**src/pcgbs_pkg.sv**
```systemverilog
// ----------------------------------------------------------------------------
// pcgbs_pkg
// Shared constants, types and the output permutation of the bounded sampler.
// ----------------------------------------------------------------------------
package pcgbs_pkg;

    localparam int unsigned STATE_W  = 64;
    localparam int unsigned HALF_W   = 32;
    localparam int unsigned SEQ_W    = 63;
    localparam int unsigned CFG_IDX_W = 2;
    localparam int unsigned DIV_STEPS = 32;
    localparam int unsigned DIV_CNT_W = $clog2(DIV_STEPS);

    localparam logic [STATE_W-1:0] LCG_MULT   = 64'd6364136223846793005;
    localparam logic [HALF_W-1:0]  MULT_LO    = LCG_MULT[31:0];
    localparam logic [HALF_W-1:0]  MULT_HI    = LCG_MULT[63:32];
    // state after seeding with both seeds at zero: 1 * mult + 1
    localparam logic [STATE_W-1:0] SEED_RESET = LCG_MULT + 64'd1;

    localparam int unsigned XSH_SHIFT = 18;
    localparam int unsigned XSH_DROP  = 27;
    localparam int unsigned ROT_POS   = 59;

    localparam logic [CFG_IDX_W-1:0] REG_INIT_STATE    = 2'd0;
    localparam logic [CFG_IDX_W-1:0] REG_INIT_SEQUENCE = 2'd1;

    typedef struct packed {
        logic cfg_write;
        logic seed_add;
        logic bounds_load;
        logic draw_cap;
        logic state_adv;
        logic mod_start;
        logic out_load;
    } cmd_t;

    typedef struct packed {
        logic span_full;
        logic low_ge_span;
        logic low_ge_thr;
        logic thr_valid;
        logic out_free;
        logic mod_busy;
        logic mod_done;
    } status_t;

    function automatic logic [HALF_W-1:0] xsh_rr(input logic [STATE_W-1:0] old);
        logic [STATE_W-1:0] mixed;
        logic [HALF_W-1:0]  xs;
        logic [4:0]         rot;
        mixed = ((old >> XSH_SHIFT) ^ old) >> XSH_DROP;
        xs    = mixed[HALF_W-1:0];
        rot   = old[ROT_POS+4:ROT_POS];
        return (xs >> rot) | (xs << (5'd0 - rot));
    endfunction

endpackage

```
**src/pcgbs_ctrl.sv**
```systemverilog
// ----------------------------------------------------------------------------
// pcgbs_ctrl
// Sequencer for seeding, drawing, rejection and result hand-off.
// ----------------------------------------------------------------------------
module pcgbs_ctrl (
    input  logic                             aclk,
    input  logic                             aresetn,
    input  logic                             s_tvalid,
    output logic                             s_tready,
    input  logic                             cfg_valid,
    input  logic [pcgbs_pkg::CFG_IDX_W-1:0]  cfg_index,
    output logic                             cfg_ready,
    input  pcgbs_pkg::status_t               status,
    output pcgbs_pkg::cmd_t                  cmd
);

    typedef enum logic [2:0] {
        S_IDLE,
        S_SEED_ADD,
        S_SEED_MUL,
        S_SEED_ADV,
        S_DRAW,
        S_CHECK,
        S_DIV,
        S_EVAL
    } state_t;

    state_t state_reg, state_next;
    logic   hold_reg, hold_next;
    logic   cfg_hit;
    logic   take;
    logic   finish;

    assign cfg_hit = (cfg_index == pcgbs_pkg::REG_INIT_STATE) ||
                     (cfg_index == pcgbs_pkg::REG_INIT_SEQUENCE);

    always_comb begin
        state_next = state_reg;
        hold_next  = hold_reg;
        cmd        = '0;
        s_tready   = 1'b0;
        cfg_ready  = 1'b0;
        take       = 1'b0;
        finish     = 1'b0;
        case (state_reg)
            S_IDLE: begin
                cfg_ready = 1'b1;
                s_tready  = !cfg_valid;
                if (cfg_valid) begin
                    cmd.cfg_write = 1'b1;
                    if (cfg_hit) begin
                        state_next = S_SEED_ADD;
                    end
                end else if (s_tvalid) begin
                    cmd.bounds_load = 1'b1;
                    state_next      = S_DRAW;
                end
            end
            S_SEED_ADD: begin
                cmd.seed_add = 1'b1;
                state_next   = S_SEED_MUL;
            end
            S_SEED_MUL: begin
                cmd.draw_cap = 1'b1;
                state_next   = S_SEED_ADV;
            end
            S_SEED_ADV: begin
                cmd.state_adv = 1'b1;
                state_next    = S_IDLE;
            end
            S_DRAW: begin
                cmd.draw_cap = 1'b1;
                state_next   = S_CHECK;
            end
            S_CHECK: begin
                cmd.state_adv = 1'b1;
                take = status.span_full || status.low_ge_span ||
                       (status.thr_valid && status.low_ge_thr);
                if (take) begin
                    if (status.out_free) begin
                        cmd.out_load = 1'b1;
                        finish       = 1'b1;
                    end else begin
                        // result stays in the product registers until taken
                        hold_next  = 1'b1;
                        state_next = S_EVAL;
                    end
                end else if (status.thr_valid) begin
                    state_next = S_DRAW;
                end else begin
                    cmd.mod_start = 1'b1;
                    state_next    = S_DIV;
                end
            end
            S_DIV: begin
                if (status.mod_done) begin
                    state_next = S_EVAL;
                end
            end
            S_EVAL: begin
                take = hold_reg || status.low_ge_thr;
                if (take) begin
                    if (status.out_free) begin
                        cmd.out_load = 1'b1;
                        finish       = 1'b1;
                    end else begin
                        hold_next = 1'b1;
                    end
                end else begin
                    state_next = S_DRAW;
                end
            end
            default: begin
                state_next = S_IDLE;
            end
        endcase
        if (finish) begin
            hold_next = 1'b0;
            // next request goes straight into its draw
            s_tready  = 1'b1;
            if (s_tvalid) begin
                cmd.bounds_load = 1'b1;
                state_next      = S_DRAW;
            end else begin
                state_next = S_IDLE;
            end
        end
    end

    always_ff @(posedge aclk) begin
        if (!aresetn) begin
            state_reg <= S_IDLE;
            hold_reg  <= 1'b0;
        end else begin
            state_reg <= state_next;
            hold_reg  <= hold_next;
        end
    end

    a_cfg_req_excl: assert property (@(posedge aclk) disable iff (!aresetn)
        !(cfg_valid && cfg_ready && s_tvalid && s_tready))
        else $error("config write and request taken in the same cycle");

    a_out_no_overwrite: assert property (@(posedge aclk) disable iff (!aresetn)
        cmd.out_load |-> status.out_free)
        else $error("result register loaded while still held");

    a_mod_runs: assert property (@(posedge aclk) disable iff (!aresetn)
        cmd.mod_start |=> status.mod_busy)
        else $error("remainder unit did not start");

    a_draw_then_adv: assert property (@(posedge aclk) disable iff (!aresetn)
        cmd.draw_cap |=> cmd.state_adv)
        else $error("draw not followed by a state advance");

endmodule

```
**config.mk**
```make
export PLATFORM = sky130hd
export DESIGN_NAME = pcgbs_ctrl
export DESIGN_NICKNAME = d
export VERILOG_FILES = /design/src/pcgbs_pkg.sv /design/src/pcgbs_ctrl.sv
export SDC_FILE = /design/constraint.sdc
export NUM_CORES = 1
export LEC_CHECK = 0
export BUFFER_PORTS_ARGS = -buffer_cell sky130_fd_sc_hd__clkbuf_2
export CAP_MARGIN = 20
export CORE_AREA = 2 2 39 41
export DETAILED_ROUTE_END_ITERATION = 8
export DIE_AREA = 0 0 41 43
export HOLD_SLACK_MARGIN = 0.15
export PLACE_DENSITY = 0.63
export SLEW_MARGIN = 20
export SYNTH_ARGS = -nofsm -noshare
export SYNTH_HDL_FRONTEND = slang
export SYNTH_SLANG_ARGS = --single-unit
```
**constraint.sdc**
```tcl
create_clock -name aclk -period 1.53 [get_ports aclk]
set_clock_uncertainty 0.2 [all_clocks]
set_input_delay 0.0765 -clock aclk [delete_from_list [all_inputs] [get_ports aclk]]
set_output_delay 0.0765 -clock aclk [all_outputs]
set_load 0.01 [all_outputs]
```
==> results of run 1 <==
## per-layer routing
metal | up-vias | part of all wire, %
met3 | 9 | 4.5
met4 | 0 | 3.9
met2 | 25 | 50
li1 | 278 | -
met1 | 255 | 42
met5 | - | 0
## worst max-delay path, cell delays in order (launching register included)
cell and delay [ns]:
dfxtp_4 0.35, a2111o_1 0.36, o311ai_4 0.14, o21ai_2 0.10, and2_1 0.17, clkbuf_2 0.12
## kinds of logic after synthesis
logic type,after synthesis,synth area share (%)
AO/OA/AOI/OAI,13,25.4
XOR/XNOR,1,2.22
buffers and inverters,8,12.4
flip-flops,4,20.3
multiplexers,1,2.54
AND/OR/NAND/NOR,25,37.1
## Yosys cell counts
library cell / n
o21ai_0: 3
nor2b_1: 1
or3_1: 2
and2_1: 3
a21oi_1: 3
xor2_1: 1
nor2_1: 1
o21ai_2: 1
a211oi_1: 1
a2111o_1: 1
o22ai_1: 1
dfxtp_1: 4
buf_4: 2
o221a_2: 1
nor3b_1: 3
nand2_1: 6
o311ai_2: 1
nor4_1: 2
and3_2: 1
nor3_1: 2
o2111ai_1: 1
inv_1: 3
mux2i_1: 1
inv_2: 1
buf_2: 1
nand3_1: 1
nand4_1: 1
nand4_2: 1
or2_2: 1
clkbuf_8: 1
## stage by stage
step                      setup slack [ns]  power [mW]  setup TNS [ns]  util (%)
after CTS                           -0.190       0.572          -0.553      51.8
after global placement             -0.0474       0.355         -0.0528      38.7
after detailed placement           -0.0786       0.360          -0.129      38.7
after floorplan                     0.0343       0.266               0         -
after global routing                -0.265       0.679           -1.30      58.9
final                               -0.236       0.641           -1.08      58.9
## area by class of cell
type                    instances  area (um^2)  share of cell area [%]
repair buffers                 44          344                    42.2
multi-input cells              40          322                    39.5
flip-flops and latches          4         88.8                    10.9
clock buffers                   3         22.5                    2.76
well taps                      16         20.0                    2.46
inverters                       4         17.5                    2.15
## worst max path at each step
stage | end | slack, ns | cells after the start
floorplan | cmd[4] | 0.03 | 5
global placement | cmd[4] | -0.05 | 5
detailed placement | cmd[4] | -0.08 | 5
CTS | cmd[4] | -0.19 | 5
global route | cmd[4] | -0.27 | 5
finish | cmd[4] | -0.24 | 5
## power by group
group | internal [mW] | switching, mW
clock | 0.0887 | 0.0564
sequential | 0.120 | 0.0201
combinational | 0.199 | 0.157
## cells in the final DEF (no fill, tap or decap), types with 2 or more instances in the layout
master / Yosys / final
buf_2: 1 / 3
dlygate4sd3_1: 0 / 8
and2_1: 3 / 2
nor4_1: 2 / 2
clkbuf_2: 0 / 13
inv_2: 1 / 2
nand2_1: 6 / 6
buf_4: 2 / 11
dfxtp_4: 0 / 2
clkbuf_4: 0 / 3
nor3b_1: 3 / 2
buf_6: 0 / 9
o21ai_0: 3 / 3
a21oi_1: 3 / 3
## repair_timing
action	in CTS	in global routing
hold buffers	8	0
hold endpoints to repair	4	0
pin swaps	2	6
resized for setup	9	25
endpoints found under the setup margin	9	11
setup buffers	5	5
==> results.py, run 1 <==
metrics = {
    "outcome": {
        "outcome": "finished, violations left",
        "failed_checks": "negative setup slack",
    },
    "pwr": {
        "cellPowerDensity_nw_per_um2": 787,
        "peakVddDrop_mv": 0.303,
        "cellLeakagePower_nw": 0.364,
    },
    "global_route": {
        "grt_max_degree": 8,
        "met3_usage_pct": 1.57,
        "grt_pass1_wl_um": 2150,
        "overflow": 0,
        "grt_util_met2_pct": 29.4,
        "top_usage_layer": "met2",
        "grt_use_met1_pct": 21.8,
        "antenna_found_initial": 0,
        "grt_pass1_vias": 504,
        "gr-usage-all-layers_pct": 18.4,
    },
    "synthesis": {
        "synth_fp_nets": 65,
        "synth_top_area_share_pct": 20.3,
        "synth_top_cell_by_area": "dfxtp_1",
        "ys_warn_count": 0,
        "synth_area_leaders": "dfxtp_1 (20%), nand2_1 (5.7%), nor3b_1 (5.7%)",
        "seq_area_frac_synth_pct": 20.3,
        "synth_cells": 52,
        "avgSynthCellArea_um2": 7.58,
        "ys_ff_latch": 4,
        "synth.distinct_cells": 30,
        "synth_area_um2": 394,
    },
    "setup_path": {
        "critPathRequiredTime_ns": 1.25,
        "startpoint": "state_reg[1]",
        "r2r-end": "state_reg[2]",
        "end_kind": "output pin",
        "reg2reg_from": "state_reg[1]",
        "path_class": "reg -> out",
        "rr_worst_depth": 6,
        "critPathArrivalTime_ns": 1.49,
        "critPathLaunchType": "register",
        "r2r_slack_ns": -0.13,
        "crit_fanout": 5,
    },
    "drt": {
        "vias": 567,
        "viasPerCell": 5.11,
        "drc_errors": 0,
        "initialDrtViolationCount": 23,
        "routed_wl_um": 1500,
        "antenna_left": 0,
        "wire_per_inst_um": 13.5,
        "firstDrtPassIters": 4,
    },
    "place": {
        "placedCellCount": 91,
        "place.gp.congestion": 0.688,
        "placed_cell_area_um2": 536,
        "port_buffers": 19,
        "dp_hpwl_um": 824,
    },
    "finish": {
        "final_nets": 110,
        "largest_register_ffs": 3,
        "fin_cells": 111,
        "num_antenna_cells": 0,
        "fillers": 117,
        "final_cell_area_um2": 815,
        "drive_gt1_share_pct": 61.1,
        "area_growth_pct": 107,
    },
    "worst_hold_path": {
        "hold_class": "in -> reg",
        "whs_endpoint": "state_reg[1]",
        "hold_depth": 5,
        "min_from": "status[6]",
    },
    "die": {
        "die_h_um": 43,
        "io_pins": 22,
        "core.rowCount": 14,
        "dieArea_um2": 1760,
        "start_util_pct": 28.5,
        "die-width_um": 41,
        "core_um2": 1380,
    },
    "flow_run": {
        "drv_cap": 0,
    },
    "sta": {
        "fin_crit_ns": 1.77,
        "max_freq_mhz": 566,
        "setup_viol": 7,
        "whs_ns": 0.222,
        "grt_setup_unrepaired": "true",
        "drv_slew": 0,
        "worstMarginPinSlew_ns": 0.321,
        "timing.final.crit_share_pct": 115,
        "hold_viol_final": 0,
        "maxSlewHeadroom_pct": 78.4,
        "fin_ws_ns": -0.236,
    },
    "clock_network": {
        "cts_max_path_buffers": 2,
        "cts_sinks": 4,
        "cts_buffers": 3,
        "cts_tree": "built",
        "clock-root-buffer": "clkbuf_4",
        "cts.htree.levels": 1,
        "clkTransAtPathRegs_ns": 0.05,
        "clock_latency_ns": 0.25,
    },
}
Power figures use the tool's default switching activity.
==> inputs of run 2 (changes only) <==
--- a/config.mk
+++ b/config.mk
@@ -12,6 +12,7 @@
 export DIE_AREA = 0 0 41 43
 export HOLD_SLACK_MARGIN = 0.15
 export PLACE_DENSITY = 0.63
+export RECOVER_POWER = 100
 export SLEW_MARGIN = 20
 export SYNTH_ARGS = -nofsm -noshare
 export SYNTH_HDL_FRONTEND = slang
==> results.py, run 2 (synthesis results as in run 1) <==
metrics = {
    "setup_path": {
        "path_class": "reg -> out",
        "critPathLaunchType": "register",
        "critPathRequiredTime_ns": 1.25,
        "rr_worst_depth": 6,
        "reg2reg_from": "state_reg[1]",
        "r2r_slack_ns": -0.13,
        "crit_fanout": 5,
        "r2r-end": "state_reg[2]",
        "critPathArrivalTime_ns": 1.49,
        "end_kind": "output pin",
    },
    "finish": {
        "final_core_util_pct": 58.8,
        "layout_common_cells": "clkbuf_2 (12), buf_4 (11), buf_6 (9), dlygate4sd3_1 (8), nand2_1 (6)",
        "fin_cells": 111,
        "largest_register_ffs": 3,
        "final_nets": 110,
        "area_growth_pct": 106,
        "num_antenna_cells": 0,
        "drive_gt1_share_pct": 60.0,
        "mostFrequentLayoutCell": "clkbuf_2",
    },
    "clock_network": {
        "clock_latency_ns": 0.25,
        "cts_sinks": 4,
        "clock-root-buffer": "clkbuf_4",
        "cts_tree": "built",
        "cts_max_path_buffers": 2,
        "cts_buffers": 3,
        "cts.htree.levels": 1,
        "clkTransAtPathRegs_ns": 0.05,
    },
    "global_route": {
        "overflow": 0,
        "grt_pass1_vias": 504,
        "antenna_found_initial": 0,
        "grt_max_degree": 8,
        "gr-usage-all-layers_pct": 18.4,
        "grt_pass1_wl_um": 2150,
    },
    "place": {
        "placedCellCount": 91,
        "place.gp.congestion": 0.688,
        "dp_hpwl_um": 824,
        "port_buffers": 19,
        "pre_cts_ws_ns": -0.0786,
    },
    "sta": {
        "grt_setup_unrepaired": "true",
        "maxSlewHeadroom_pct": 78.4,
        "hold_viol_final": 0,
        "worstMarginPinSlew_ns": 0.321,
        "setup_viol": 7,
        "timing.final.crit_share_pct": 115,
        "whs_ns": 0.222,
        "fin_crit_ns": 1.77,
        "fin_ws_ns": -0.236,
        "drv_slew": 0,
        "max_freq_mhz": 566,
    },
    "die": {
        "die_h_um": 43,
        "core_um2": 1380,
        "start_util_pct": 28.5,
        "core.rowCount": 14,
        "dieArea_um2": 1760,
        "io_pins": 22,
        "die-width_um": 41,
    },
    "pwr": {
        "power_mw": 0.640,
        "share_seq_of_total_power_pct": 21.9,
        "cellPowerDensity_nw_per_um2": 787,
        "p_sw_mw": 0.234,
        "clkPwrFrac_pct": 22.7,
        "sw_frac_of_total_pct": 36.5,
        "peakVddDrop_mv": 0.303,
        "cellLeakagePower_nw": 0.361,
        "intPower_mw": 0.407,
        "pwr-share-comb_pct": 55.4,
    },
    "drt": {
        "wire_per_inst_um": 13.5,
        "viasPerCell": 5.11,
        "antenna_left": 0,
        "initialDrtViolationCount": 23,
        "drc_errors": 0,
        "routed_wl_um": 1500,
        "firstDrtPassIters": 4,
        "vias": 567,
    },
    "flow_run": {
        "drv_cap": 0,
    },
    "worst_hold_path": {
        "whs_endpoint": "state_reg[1]",
        "hold_depth": 5,
        "min_from": "status[6]",
        "hold_class": "in -> reg",
    },
    "outcome": {
        "outcome": "finished, violations left",
        "failed_checks": "negative setup slack",
    },
}
## run 2: cell counts in the layout (fill, tap and decap cells not counted)
Identical to the previous run, type by type.
## run 2: how the worst max path moves through the flow
stage | endpoint | slack (ns) | startpoint
2_1_floorplan | cmd[4] | 0.03 | state_reg[1]
3_3_place_gp | cmd[4] | -0.05 | state_reg[1]
3_5_place_dp | cmd[4] | -0.08 | state_reg[1]
4_1_cts | cmd[4] | -0.19 | state_reg[1]
5_1_grt | cmd[4] | -0.27 | state_reg[1]
6_report | cmd[4] | -0.24 | state_reg[1]
## run 2: through the flow
step	setup TNS [ns]	instance area, um^2
finish	-1.08	813
global route	-1.30	813
CTS	-0.553	717
detailed placement	-0.129	536
global placement	-0.0528	536
floorplan	0	394
## run 2: what timing repair did
| action | in CTS | in global routing |
|---|---|---|
| setup endpoints to repair | 9 | 11 |
| resized for setup | 9 | 25 |
| pin swaps | 2 | 6 |
| hold buffers | 8 | 0 |
| hold endpoints to repair | 4 | 0 |
| setup buffers | 5 | 5 |
## run 2: metal layers
metal | GRT usage [%] | vias up | part of all wire, %
li1 | - | 278 | -
met1 | 21.8 | 255 | 41
met2 | 29.4 | 25 | 50
met3 | 1.57 | 9 | 4.6
met4 | 12.0 | 0 | 3.9
met5 | 0 | - | 0
## run 2: worst max-delay path: stages, from the launching register on
cell and delay, ns:
dfxtp_4 0.35, a2111o_1 0.36, o311ai_4 0.14, o21ai_2 0.10, and2_1 0.17, clkbuf_2 0.12
## run 2: final cells by class
cell class,count,area (um^2)
repair buffers,44,343
multi-input cells,40,322
flip-flops and latches,4,88.8
well taps,16,20.0
clock buffers,3,22.5
fillers,118,571
inverters,4,17.5
## run 2: power groups by stage
| stage | Combinational (mW) | Sequential [mW] | Clock (mW) |
|---|---|---|---|
| final | 0.355 | 0.140 | 0.145 |
| after global routing | 0.385 | 0.142 | 0.151 |
| after CTS | 0.294 | 0.137 | 0.141 |
| after detailed placement | 0.224 | 0.137 | 0 |
| after global placement | 0.219 | 0.136 | 0 |
| after floorplan | 0.140 | 0.127 | 0 |
==> inputs of run 3 (changes only) <==
--- a/config.mk
+++ b/config.mk
@@ -5,13 +5,14 @@
 export SDC_FILE = /design/constraint.sdc
 export NUM_CORES = 1
 export LEC_CHECK = 0
+export ABC_AREA = 1
 export BUFFER_PORTS_ARGS = -buffer_cell sky130_fd_sc_hd__clkbuf_2
 export CAP_MARGIN = 20
 export CORE_AREA = 2 2 39 41
 export DETAILED_ROUTE_END_ITERATION = 8
 export DIE_AREA = 0 0 41 43
 export HOLD_SLACK_MARGIN = 0.15
-export PLACE_DENSITY = 0.63
+export PLACE_DENSITY = 0.66
 export RECOVER_POWER = 100
 export SLEW_MARGIN = 20
 export SYNTH_ARGS = -nofsm -noshare
==> results.py, run 3 <==
metrics = {
    "outcome": {
        "outcome": "finished, violations left",
        "failed_checks": "negative setup slack",
    },
    "synthesis": {
        "synth_area_um2": 423,
        "synth_top_area_share_pct": 18.9,
        "synth_fp_nets": 87,
        "synth_common_cells": "inv_1 (13), nand2_1 (13), nor2_1 (10), nand2_2 (6), a21oi_1 (5)",
        "synth_cells": 74,
        "synth_area_leaders": "dfxtp_1 (19%), inv_1 (12%), nand2_1 (12%)",
        "synth_edf_count": 0,
        "ys_ff_latch": 4,
        "synth.distinct_cells": 19,
        "ys.flop_type": "dfxtp_1",
        "synth_top_cell_by_area": "dfxtp_1",
        "seq_area_frac_synth_pct": 18.9,
        "ys_warn_count": 0,
        "avgSynthCellArea_um2": 5.71,
        "synth_async_sr_flop_share_pct": 0,
    },
    "clock_network": {
        "cts_tree": "built",
        "cts_max_path_buffers": 2,
        "cts_buffers": 3,
        "clock_latency_ns": 0.25,
        "cts_sinks": 4,
        "cts.htree.levels": 1,
        "clkTransAtPathRegs_ns": 0.04,
        "clock-root-buffer": "clkbuf_4",
    },
    "global_route": {
        "grt_max_degree": 9,
        "gr-usage-all-layers_pct": 15.8,
        "grt_pass1_vias": 508,
        "grt_pass1_wl_um": 1880,
        "antenna_found_initial": 0,
        "overflow": 0,
    },
    "pwr": {
        "pwr-share-comb_pct": 64.2,
        "intPower_mw": 0.534,
        "p_sw_mw": 0.524,
        "power_mw": 1.06,
        "clkPwrFrac_pct": 13.4,
        "sw_frac_of_total_pct": 49.5,
        "cellLeakagePower_nw": 0.385,
        "peakVddDrop_mv": 0.722,
        "share_seq_of_total_power_pct": 22.5,
        "cellPowerDensity_nw_per_um2": 1520,
    },
    "worst_hold_path": {
        "hold_depth": 6,
        "hold_class": "in -> reg",
    },
    "sta": {
        "timing.final.crit_share_pct": 106,
        "hold_viol_final": 0,
        "maxSlewHeadroom_pct": 85.6,
        "grt_setup_unrepaired": "true",
        "drv_slew": 0,
        "fin_ws_ns": -0.0905,
        "fin_crit_ns": 1.62,
        "max_freq_mhz": 617,
        "whs_ns": 0.106,
        "setup_viol": 4,
        "worstMarginPinSlew_ns": 0.214,
        "tns_ns": -0.150,
    },
    "setup_path": {
        "critPathLaunchType": "register",
        "critPathArrivalTime_ns": 1.34,
        "slowest_stage": "dfxtp_4",
        "path_class": "reg -> out",
        "max_stage_delay_ns": 0.36,
        "rr_worst_depth": 7,
        "crit_fanout": 5,
        "end_kind": "output pin",
        "crit_path_cell_trace": "inv_4 > nand2_4 > nor2_4 > nand2_2 > nand2_2 > nand2_4 > a21oi_2 > buf_2",
        "critPathRequiredTime_ns": 1.25,
    },
    "finish": {
        "final_core_util_pct": 50.3,
        "largest_register_ffs": 3,
        "layout_common_cells": "clkbuf_2 (15), nand2_1 (13), inv_1 (11), nor2_1 (8)",
        "fillers": 143,
        "num_antenna_cells": 0,
        "final_nets": 120,
        "mostFrequentLayoutCell": "clkbuf_2",
        "area_growth_pct": 64.5,
        "drive_gt1_share_pct": 47.6,
    },
    "die": {
        "dieArea_um2": 1760,
        "core_um2": 1380,
        "die-width_um": 41,
        "io_pins": 22,
        "die_h_um": 43,
        "start_util_pct": 30.6,
        "core.rowCount": 14,
    },
    "drt": {
        "drc_errors": 0,
        "viasPerCell": 4.56,
        "routed_wl_um": 1190,
        "firstDrtPassIters": 4,
        "antenna_left": 0,
        "initialDrtViolationCount": 6,
        "wire_per_inst_um": 9.87,
        "vias": 552,
    },
    "place": {
        "port_buffers": 19,
        "pre_cts_ws_ns": 0.0420,
        "place.gp.congestion": 0.797,
        "dp_hpwl_um": 762,
    },
    "flow_run": {
        "drv_cap": 0,
    },
}
## run 3: cell types whose count changed after synthesis, moves of 3 or more
cell / delta
nor2_2: +4
nand3_1: +3
and2_1: -3
nor3b_1: -3
nand2_2: +6
nand2_1: +7
inv_1: +10
nor2_1: +9
## run 3: stage by stage
step                      instances  area (um^2)
after global placement          108          531
after floorplan                  74          423
after CTS                       119          658
after global routing            121          696
final                           121          696
after detailed placement        108          531
## run 3: metal layers
layer	part of all wire [%]	up-vias	GRT usage (%)
met5	0	-	0
met4	1.7	0	10.0
met3	5.0	2	1.57
met2	54	20	27.8
met1	40	242	16.1
li1	-	288	-
## run 3: what timing repair did
item                                   in CTS  in global routing
resized for setup                          13                  8
pin swaps                                   1                  4
endpoints found under the hold margin       4                  1
setup buffers                               3                  2
setup endpoints to repair                   4                  6
hold buffers                                5                  1
## run 3: path summary, 6_finish.rpt
kind,startpoint,end,slack [ns]
worst max-delay path,state_reg[1],cmd[4],-0.09
worst min-delay path,status[4],state_reg[2],0.11
worst max register to register,state_reg[1],state_reg[1],0.06
worst min register to register,hold_reg,hold_reg,0.36
## run 3: critical path: cells and delay by family (launching register included)
family,cells,cell delay (ns)
DFF,1,0.36
buffers and inverters,2,0.19
AOI/OAI and AO/OA,1,0.14
and+or+nand+nor,5,0.42
## run 3: area by class of cell
type | instances | area (um^2) | share of cell area [%]
clock buffer | 3 | 22.5 | 3.24
multi-input combinational | 53 | 308 | 44.2
timing repair buffer | 29 | 189 | 27.2
tap | 16 | 20.0 | 2.88
sequential | 4 | 91.3 | 13.1
inverter | 16 | 65.1 | 9.35
## run 3: kinds of logic (layout without fill, tap and decap cells)
| family | count (synthesis) | after routing | share of synthesized area (%) |
|---|---|---|---|
| flip-flops | 4 | 4 | 18.9 |
| buffers and inverters | 17 | 48 | 16.0 |
| AO/OA/AOI/OAI | 12 | 12 | 16.3 |
| AND/OR/NAND/NOR | 41 | 41 | 48.8 |
## run 3: power by group through the flow
stage | Combinational, mW | Clock (mW) | Sequential, mW
after floorplan | 0.411 | 0 | 0.188
after global placement | 0.553 | 0 | 0.198
after detailed placement | 0.563 | 0 | 0.198
after CTS | 0.650 | 0.139 | 0.222
after global routing | 0.755 | 0.148 | 0.244
final | 0.679 | 0.141 | 0.238
